### src/cosr_pkg.sv
package cosr_pkg;

	typedef enum logic [1:0] {
		OP_WRITE   = 2'd0,
		OP_READ    = 2'd1,
		OP_RESTART = 2'd2,
		OP_NONE    = 2'd3
	} opcode_t;

	typedef enum logic [4:0] {
		PH_LEFT  = 5'b00001,
		PH_DOWN  = 5'b00010,
		PH_RIGHT = 5'b00100,
		PH_UP    = 5'b01000,
		PH_TOP   = 5'b10000
	} phase_t;

	localparam logic [3:0] ORDER_RESET = 4'd1;
	localparam logic       REG_ORDER   = 1'b0;

	typedef logic signed [5:0] pos_t;

	typedef struct packed {
		logic [1:0]         opcode;
		logic [3:0]         row_index;
		logic [3:0]         col_index;
		logic signed [31:0] element_value;
	} in_word_t;

	typedef struct packed {
		logic [3:0]         out_row;
		logic [3:0]         out_col;
		logic signed [31:0] out_value;
		logic               is_last;
	} out_word_t;

	typedef struct packed {
		pos_t row;
		pos_t col;
		logic last;
	} step_t;

endpackage

### src/cosr_walk.sv
module cosr_walk (
	input  logic           clk,
	input  logic           arst_n,
	input  logic [2:0]     k,
	input  logic           restart,
	input  logic           step,
	output cosr_pkg::step_t cur
);

	cosr_pkg::pos_t   right_q, top_q, left_q, down_q, walk_q;
	logic [3:0]       rings_q;
	cosr_pkg::phase_t phase_q;

	cosr_pkg::pos_t   kp;
	cosr_pkg::phase_t eff_phase;
	logic             at_top;

	assign kp = cosr_pkg::pos_t'({3'b000, k});
	assign at_top = (phase_q == cosr_pkg::PH_LEFT) && (rings_q >= {1'b0, k});
	assign eff_phase = at_top ? cosr_pkg::PH_TOP : phase_q;

	always_comb begin
		cur = '0;
		unique case (eff_phase)
			cosr_pkg::PH_LEFT: begin
				cur.row = top_q;
				cur.col = walk_q;
			end
			cosr_pkg::PH_DOWN: begin
				cur.row = walk_q;
				cur.col = left_q;
			end
			cosr_pkg::PH_RIGHT: begin
				cur.row = down_q;
				cur.col = walk_q;
			end
			cosr_pkg::PH_UP: begin
				cur.row = walk_q;
				cur.col = right_q;
			end
			cosr_pkg::PH_TOP: begin
				cur.row  = top_q;
				cur.col  = walk_q;
				cur.last = (walk_q <= 6'sd0);
			end
			default: begin
				cur = '0;
			end
		endcase
	end

	always_ff @(posedge clk or negedge arst_n) begin
		if (!arst_n) begin
			right_q <= 6'sd0;
			top_q   <= 6'sd0;
			left_q  <= -6'sd1;
			down_q  <= 6'sd1;
			walk_q  <= 6'sd0;
			rings_q <= '0;
			phase_q <= cosr_pkg::PH_LEFT;
		end else if (restart || (step && cur.last)) begin
			right_q <= kp;
			top_q   <= kp;
			left_q  <= kp - 6'sd1;
			down_q  <= kp + 6'sd1;
			walk_q  <= kp;
			rings_q <= '0;
			phase_q <= cosr_pkg::PH_LEFT;
		end else if (step) begin
			unique case (eff_phase)
				cosr_pkg::PH_LEFT: begin
					if (walk_q - 6'sd1 > left_q) begin
						walk_q <= walk_q - 6'sd1;
					end else begin
						right_q <= right_q + 6'sd1;
						walk_q  <= top_q;
						phase_q <= cosr_pkg::PH_DOWN;
					end
				end
				cosr_pkg::PH_DOWN: begin
					if (walk_q + 6'sd1 < down_q) begin
						walk_q <= walk_q + 6'sd1;
					end else begin
						top_q   <= top_q - 6'sd1;
						walk_q  <= left_q;
						phase_q <= cosr_pkg::PH_RIGHT;
					end
				end
				cosr_pkg::PH_RIGHT: begin
					if (walk_q + 6'sd1 < right_q) begin
						walk_q <= walk_q + 6'sd1;
					end else begin
						left_q  <= left_q - 6'sd1;
						walk_q  <= down_q;
						phase_q <= cosr_pkg::PH_UP;
					end
				end
				cosr_pkg::PH_UP: begin
					if (walk_q - 6'sd1 > top_q) begin
						walk_q <= walk_q - 6'sd1;
					end else begin
						down_q  <= down_q + 6'sd1;
						rings_q <= rings_q + 4'd1;
						walk_q  <= right_q;
						phase_q <= cosr_pkg::PH_LEFT;
					end
				end
				cosr_pkg::PH_TOP: begin
					// run the top row right to left; last element restarts above
					walk_q  <= walk_q - 6'sd1;
					phase_q <= cosr_pkg::PH_TOP;
				end
				default: begin
					phase_q <= cosr_pkg::PH_LEFT;
				end
			endcase
		end
	end

	a_last_restarts: assert property (@(posedge clk) disable iff (!arst_n)
		(step && !restart && cur.last) |=>
			(phase_q == cosr_pkg::PH_LEFT && rings_q == 4'd0 && walk_q == right_q))
		else $error("walk did not restart after last element");

	a_rings_bounded: assert property (@(posedge clk) disable iff (!arst_n)
		$past(restart) |-> (rings_q == 4'd0 && left_q < right_q && top_q < down_q))
		else $error("restart left walk state inconsistent");

	a_top_row_floor: assert property (@(posedge clk) disable iff (!arst_n)
		top_q >= 6'sd0)
		else $error("top bound went below row zero");

endmodule

### config.mk
export PLATFORM = sky130hd
export DESIGN_NAME = cosr_walk
export DESIGN_NICKNAME = d
export VERILOG_FILES = /design/src/cosr_pkg.sv /design/src/cosr_walk.sv
export SDC_FILE = /design/constraint.sdc
export NUM_CORES = 1
export LEC_CHECK = 0
export BUFFER_PORTS_ARGS = -buffer_cell sky130_fd_sc_hd__buf_2
export CORE_MARGIN = 5
export CORE_UTILIZATION = 55
export CTS_BUF_LIST = sky130_fd_sc_hd__clkbuf_8 sky130_fd_sc_hd__clkbuf_16
export CTS_CLUSTER_DIAMETER = 40
export DETAILED_ROUTE_END_ITERATION = 6
export HOLD_SLACK_MARGIN = 0.02
export PLACE_DENSITY_LB_ADDON = 0.2
export SYNTH_ARGS = -nofsm -noshare
export SYNTH_HDL_FRONTEND = slang
export SYNTH_SLANG_ARGS = --single-unit
export TNS_END_PERCENT = 5
### constraint.sdc
create_clock -name clk -period 3.7 [get_ports clk]
set_input_delay 0.37 -clock clk [delete_from_list [all_inputs] [get_ports clk]]
set_output_delay 0.37 -clock clk [all_outputs]
set_load 0.02 [all_outputs]
[Word level (Yosys, flattened, before mapping)]
Index checks and enable logic that the tools add are counted.
Storage, ports and cells
  memory bits (read-only): 0
  latch bits: 0
  word-level logic and storage cells: 89
  bits in registers: 39
  output and inout bits: 13
  memories: 0
  bits in writable memories: 0
Cells by class
  divide/modulo/power cells: 0
  multiply operators: 0
  mux-type cells: 37
  reduce and logical (&&, ||, !) cells: 16
  equal/unequal tests: 14
  add/sub/neg operators: 9
  order comparisons: 6
  bitwise operators: 0
  shift operators: 0
Operators by type and width (count)
  6-bit two-way mux: 22
  12-bit case mux with 4 select lines: 1
  5-bit two-way mux: 7
  6-bit case mux with 5 select lines: 1
  5-bit case mux with 5 select lines: 1
  6-bit by 2-bit adder with 6-bit output (second input constant): 3
  6-bit by 2-bit subtractor with 6-bit output (second input constant): 3
  4-bit two-way mux: 4
  6-bit > comparator: 2
  6-bit less-than comparator: 2
  3-bit inequality test (second input constant): 4
  3-bit AND reduction: 4
  5-bit by 1-bit equality test with 1-bit output (second input constant): 2
  2-bit nonzero test: 5
  2-bit inequality test (second input constant): 4
  6-bit by 1-bit <= comparator with 1-bit output (second input constant): 1
  6-bit nonzero test: 1
  5-bit by 2-bit equality test with 1-bit output (second input constant): 1
  5-bit by 3-bit equality test with 1-bit output (second input constant): 1
  5-bit by 4-bit equality test with 1-bit output (second input constant): 1
  5-bit equality test (second input constant): 1
  5-bit AND reduction: 1
  3-bit by 1-bit adder with 4-bit output (second input constant): 1
  4-bit by 1-bit adder with 4-bit output (second input constant): 1
  7 further kinds: 8

[Logic depth before layout (Yosys ltp)]
Gate-level depths: netlist of the first run.
  word-level depth: 9
  gate-level depth with buffers: 14
  depth with buffers taken out: 12

[Least setup slack after synthesis of the first run]
No wires, ideal clock.
  path kind: register -> register
  from: register walk_q[0]
  to: register phase_q[4]
  cell stages (with the launch flop): 12
  slack: 443 ps
  clock period less this slack: 3257 ps
  arrival: 3132 ps
  data required time: 3575 ps
  library setup time: 125 ps
  cell sequence: dfrtp_1 -> clkbuf_1 -> nor3_1 -> xor2_1 -> ha_1 -> a21o_1 -> a211oi_1 -> o21ai_1 -> a21oi_1 -> o211a_1 -> o211a_1 -> mux2_2
On the way
  cells in the longest elaborated chain, start to end: 6
RTL lines
  start: declaration: RTL line cosr_walk.sv:10  | cosr_pkg::pos_t right_q, top_q, left_q, down_q, walk_q;
  start signal: assignment: RTL line cosr_walk.sv:66  | walk_q <= kp;
  start signal: assignment: RTL line cosr_walk.sv:73  | walk_q <= walk_q - 6'sd1;
  start signal: assignment: RTL line cosr_walk.sv:76  | walk_q <= top_q;
  branches (longest 6 deep; another with 6-bit by 2-bit subtractor with 6-bit output)
  end signal: assignment: RTL line cosr_walk.sv:60  | phase_q <= cosr_pkg::PH_LEFT;
  end signal: assignment: RTL line cosr_walk.sv:68  | phase_q <= cosr_pkg::PH_LEFT;
  end signal: assignment: RTL line cosr_walk.sv:77  | phase_q <= cosr_pkg::PH_DOWN;
  end: declaration: RTL line cosr_walk.sv:12  | cosr_pkg::phase_t phase_q;
Several ways; the timed one is not identified.
A chain may end at the register's enable or synchronous reset.

[Worst setup path in the final report of the first run]
Same ends and word-level chain as after synthesis.

==> results of run 1 <==
critical path, cell delays in order, from the launching register on:
cell and delay (ps):
dfrtp_1 460, buf_4 200, inv_1 100, ha_1 190
nand2_1 70, xnor2_1 340, ha_1 330, a211oi_1 230
o21ai_1 270, a21oi_1 290, o211a_1 240, o211a_1 220
mux2_2 350
power by group through the flow:
stage / Combinational, W / Clock, W / Sequential (W)
floorplan: 0.00241 / 0 / 0.000768
global placement: 0.00320 / 0 / 0.000913
detailed placement: 0.00319 / 0 / 0.000917
CTS: 0.00322 / 0.000310 / 0.000907
global route: 0.00359 / 0.000321 / 0.000944
finish: 0.00329 / 0.000309 / 0.000918
path summary, 6_finish.rpt:
kind / start / to / slack, ps
min in group clk: k[0] / left_q[0] / 310
worst min register to register: rings_q[1] / rings_q[1] / 550
worst min-delay path: arst_n / top_q[4] / 170
worst max-delay path: walk_q[0] / phase_q[4] / 290
max in group asynchronous: arst_n / top_q[0] / 2940
worst max register to register: walk_q[0] / phase_q[4] / 290
layout by cell type (no fill, tap or decap), drive strengths merged, types with 3 or more instances in the layout:
cell / count
mux2i: 10
inv: 48
or3: 4
and2: 3
nor3: 10
a222oi: 10
o21a: 3
a221oi: 3
dfstp: 8
a211oi: 3
a2111oi: 3
a21o: 9
xor2: 9
nand3: 21
o211ai: 4
nand2b: 4
a21oi: 35
o221ai: 4
nor2b: 5
clkbuf: 5
o21ai: 32
o211a: 3
o22ai: 4
ha: 35
xnor2: 18
nand4: 4
or2: 4
and3: 6
nor3b: 4
a31oi: 5
nand2: 27
buf: 31
nor2: 38
dfrtp: 31
a22oi: 5
kinds of logic after synthesis:
logic type,count (synthesis)
buffers and inverters,69
AOI/OAI and AO/OA,139
DFF,39
adders and majority gates,35
muxes,12
and+or+nand+nor,138
xor gates and xnor gates,27
final cells by class:
class / count / area [um2]
Sequential cell: 39 / 986
Tap cell: 80 / 100
Clock inverter: 3 / 20.0
Clock buffer: 5 / 68.8
Timing Repair Buffer: 31 / 185
Fill cell: 626 / 2680
Multi-Input combinational cell: 351 / 2500
Inverter: 48 / 180
what timing repair did:
item	CTS	global route
endpoints found under the setup margin	0	4
hold buffers	0	0
gates resized for setup	0	1
stage by stage:
step	std cells	total power [W]	util (%)	hold WS (ps)
CTS	557	0.00444	60.0	226
detailed placement	549	0.00411	58.7	537
global placement	549	0.00411	58.7	534
finish	557	0.00451	60.1	168
floorplan	459	0.00318	-	74.4
global route	557	0.00486	60.1	246
registers in the layout, indices dropped and copies added (netlist names):
register	flops
down_q	6
rings_q	4
right_q	6
left_q	6
phase_q	5
walk_q	6
top_q	6
metal layers:
layer  GRT usage, %  wire, um  vias up
li1               -         -     1705
met1           38.7      5200     1729
met2           43.7      5390      165
met3           5.04       875       28
met4           10.4       364        0
met5              0         0        -
==> reports/metrics.yaml, run 1 <==
wl_per_cell_um: 21.2
synth_xor_area_share_pct: 6.29
fin_skew_ps: 9.17
io_buffers: 19
min_path_type: "in -> async"
synth_fa_ha_area_share_pct: 11.6
synth-simple-area-share_pct: 18.5
syn_to_final_growth_pct: 7.35
cp-end-kind: "register"
power.density_nw_per_um2: 1120
worstPathMaxFanout: 9
outcome: "complete, no violations"
setup_slack_ps: 295
clk_path_buf_depth: 2
layout-drive-gt1-share_pct: 14.0
die_h_um: 92.7
path_class: "reg -> reg"
finalCriticalPeriod_ps: 3410
grt_max_degree: 40
setup_viol: 0
max_freq_ghz: 0.294
yosysMostFrequentCell: "inv_1"
cts_sinks: 39
grt_pass1_vias: 3384
grt_overflow: 0
fin_nets: 518
synth_compound_area_share_pct: 26.5
netlist_instances: 459
yosys_warnings: 0
period_share_pct: 92.0
synth.distinct_cells: 66
clk_pin_slew_worst_paths_ps: 90
syn_area_um2: 3760
synth_edf_count: 0
n_antenna_cell: 0
synthTopCellsByArea: "dfrtp_1, ha_1, dfstp_2, inv_1, a21oi_1"
synth.area.mux_share_pct: 3.26
slew_headroom_pct: 39.5
ys_ff_latch: 39
drv_slew: 0
max-cap-violations: 0
placed_cell_area_um2: 3940
dp_hpwl_um: 8940
yosys.area.top_type: "dfrtp_1"
track_usage_pct: 28.0
die_w_um: 92.7
dieArea_um2: 8590
drt_iter0_drc: 373
rsz0062_at_grt: "no"
core-area_um2: 6720
cts-root-buf: "clkbuf_8"
grt_antenna_before_repair: 0
start_util_pct: 56.0
arrival_ps: 3600
reg2reg_depth: 12
gp_congestion: 0.996
tightest_slew_ps: 908
drt_wl_total_um: 11800
crit_required_ps: 3890
viasPerCell: 6.51
ys.flop_type: "dfrtp_1"
numCtsBuffers: 5
yosys.area.top_type_share_pct: 20.6
dp_worst_setup_slack_ps: 260
p_leak_nw: 1.88
drc: 0
ys_seq_area_share_pct: 26.2
p_clk_share_pct: 6.8
rows: 30
synthesis.nets: 501
finish.instance_area_um2: 4040
tns_ps: 0
finalHoldViolCount: 0
clkLatencyLatePin_ps: 310
htree_levels: 2
cts_tree: "done"
p_comb_share_pct: 72.8
startpoint_type: "register"
internal_power_w: 0.00208
p_switching_w: 0.00244
yosys-top-cells-count: "inv_1, nor2_1, ha_1"
seqPwrFrac_pct: 20.3
vias: 3627
ant_nets: 0
async_flop_share_pct: 100
post_cts_buffers: 0
ios: 20
grt_pass1_wl_um: 18600
synth_top_family_by_area: "compound AO/OA/AOI/OAI gates"
drtPass1Iterations: 5
vdd_ir_drop_max_mv: 0.540
syn_area_per_cell_um2: 8.19
switching_share_pct: 54.0
Note: power is estimated with default switching activity, not from simulation.
==> run 2, diff against run 1 <==
--- a/config.mk
+++ b/config.mk
@@ -6,6 +6,7 @@
 export NUM_CORES = 1
 export LEC_CHECK = 0
 export BUFFER_PORTS_ARGS = -buffer_cell sky130_fd_sc_hd__buf_2
+export CORE_ASPECT_RATIO = 1.4
 export CORE_MARGIN = 5
 export CORE_UTILIZATION = 55
 export CTS_BUF_LIST = sky130_fd_sc_hd__clkbuf_8 sky130_fd_sc_hd__clkbuf_16
==> reports/metrics.yaml, run 2 (synthesis results as in run 1) <==
outcome: "complete, no violations"
cts-root-buf: "clkbuf_8"
ant_nets: 0
crit_required_ps: 3870
cts_hold_buf: 0
fin_nets: 515
fin_skew_ps: 12.2
layout_common_cells: "inv_1, nor2_1, ha_1"
rsz0062_at_grt: "no"
drc: 0
n_antenna_cell: 0
final_core_utilization_pct: 60.8
tightest_slew_ps: 920
core-area_um2: 6610
startpoint_type: "register"
final_cells: 566
ios: 20
dieArea_um2: 8620
layout-drive-gt1-share_pct: 13.1
drtPass1Iterations: 6
setup_slack_ps: 317
numCtsBuffers: 5
track_usage_pct: 29.2
dp_hpwl_um: 9270
rows: 35
max-cap-violations: 0
slew_headroom_pct: 38.7
htree_levels: 2
syn_to_final_growth_pct: 6.82
wl_per_cell_um: 21.3
tns_ps: 0
vias: 3742
clk_pin_slew_worst_paths_ps: 90
clkLatencyLatePin_ps: 300
clk_path_buf_depth: 2
arrival_ps: 3550
finalCriticalPeriod_ps: 3380
grt_max_degree: 40
dp_cells: 558
cts_resized: 0
viasPerCell: 6.61
setup_viol: 0
layout_commonest_cell: "inv_1"
fill_cells: 595
grt_antenna_before_repair: 0
gp_congestion: 0.966
period_share_pct: 91.4
io_buffers: 19
die_h_um: 108
regArea_um2: 986
max_freq_ghz: 0.296
dp_worst_setup_slack_ps: 355
grt_pass1_wl_um: 19200
drt_iter0_drc: 440
grt_overflow: 0
cts_tree: "done"
grt_pass1_vias: 3639
path_class: "reg -> reg"
finalHoldViolCount: 0
die_w_um: 79.9
drv_slew: 0
worstPathMaxFanout: 7
cp-end-kind: "register"
multi_input_area_um2: 2490
start_util_pct: 56.9
post_cts_buffers: 0
min_path_type: "in -> async"
drt_wl_total_um: 12000
cts_sinks: 39
## run 2: cell types whose count changed in the layout (fill, tap and decap cells not counted)
cell        previous run  this run
nor2_4                 1         0
inv_1                 48        50
buf_4                 12         9
clkinvlp_4             2         0
nor2_2                 1         2
## run 2: worst max-delay path, cell delays in order (launching register included)
cell	delay [ps]
dfrtp_1	490
nor3_1	260
xor2_1	390
ha_1	330
a21o_1	180
a211oi_1	290
o21ai_1	210
a2111oi_4	690
nand4_1	190
xnor2_1	170
nor2_1	60
## run 2: through the flow
stage               cell area (um2)  hold slack [ps]
floorplan                      3760             74.4
global placement               3940              522
detailed placement             3940              542
CTS                            4020              242
global route                   4020              291
finish                         4020              197
## run 2: path summary, 6_finish.rpt
path / startpoint / endpoint / slack (ps) / depth (start not counted)
max in group asynchronous: arst_n / right_q[5] / 2910 / 1
min reg2reg: rings_q[1] / rings_q[1] / 560 / 2
min in group clk: k[0] / left_q[0] / 330 / 2
max: walk_q[1] / right_q[5] / 320 / 10
min: arst_n / top_q[4] / 200 / 1
max reg2reg: walk_q[1] / right_q[5] / 320 / 10
## run 2: cell type report
cell class                 count  area share, %
timing repair buffer          28           4.05
clock buffer                   5           1.71
clock inverter                 3          0.311
sequential                    39           24.5
multi-input combinational    351           62.0
tap                           92           2.87
inverter                      48           4.48
## run 2: layer usage
layer	global-route usage, %	share of wire, %	vias up
met1	37.3	40	1779
met5	0	0	-
li1	-	-	1691
met4	16.1	5.8	0
met2	47.8	47	217
met3	2.93	7.3	55
Power of run 2 is left out: the tool's default activity adds up to more than one toggle a clock period on the data nets, which glitch-free logic cannot reach.
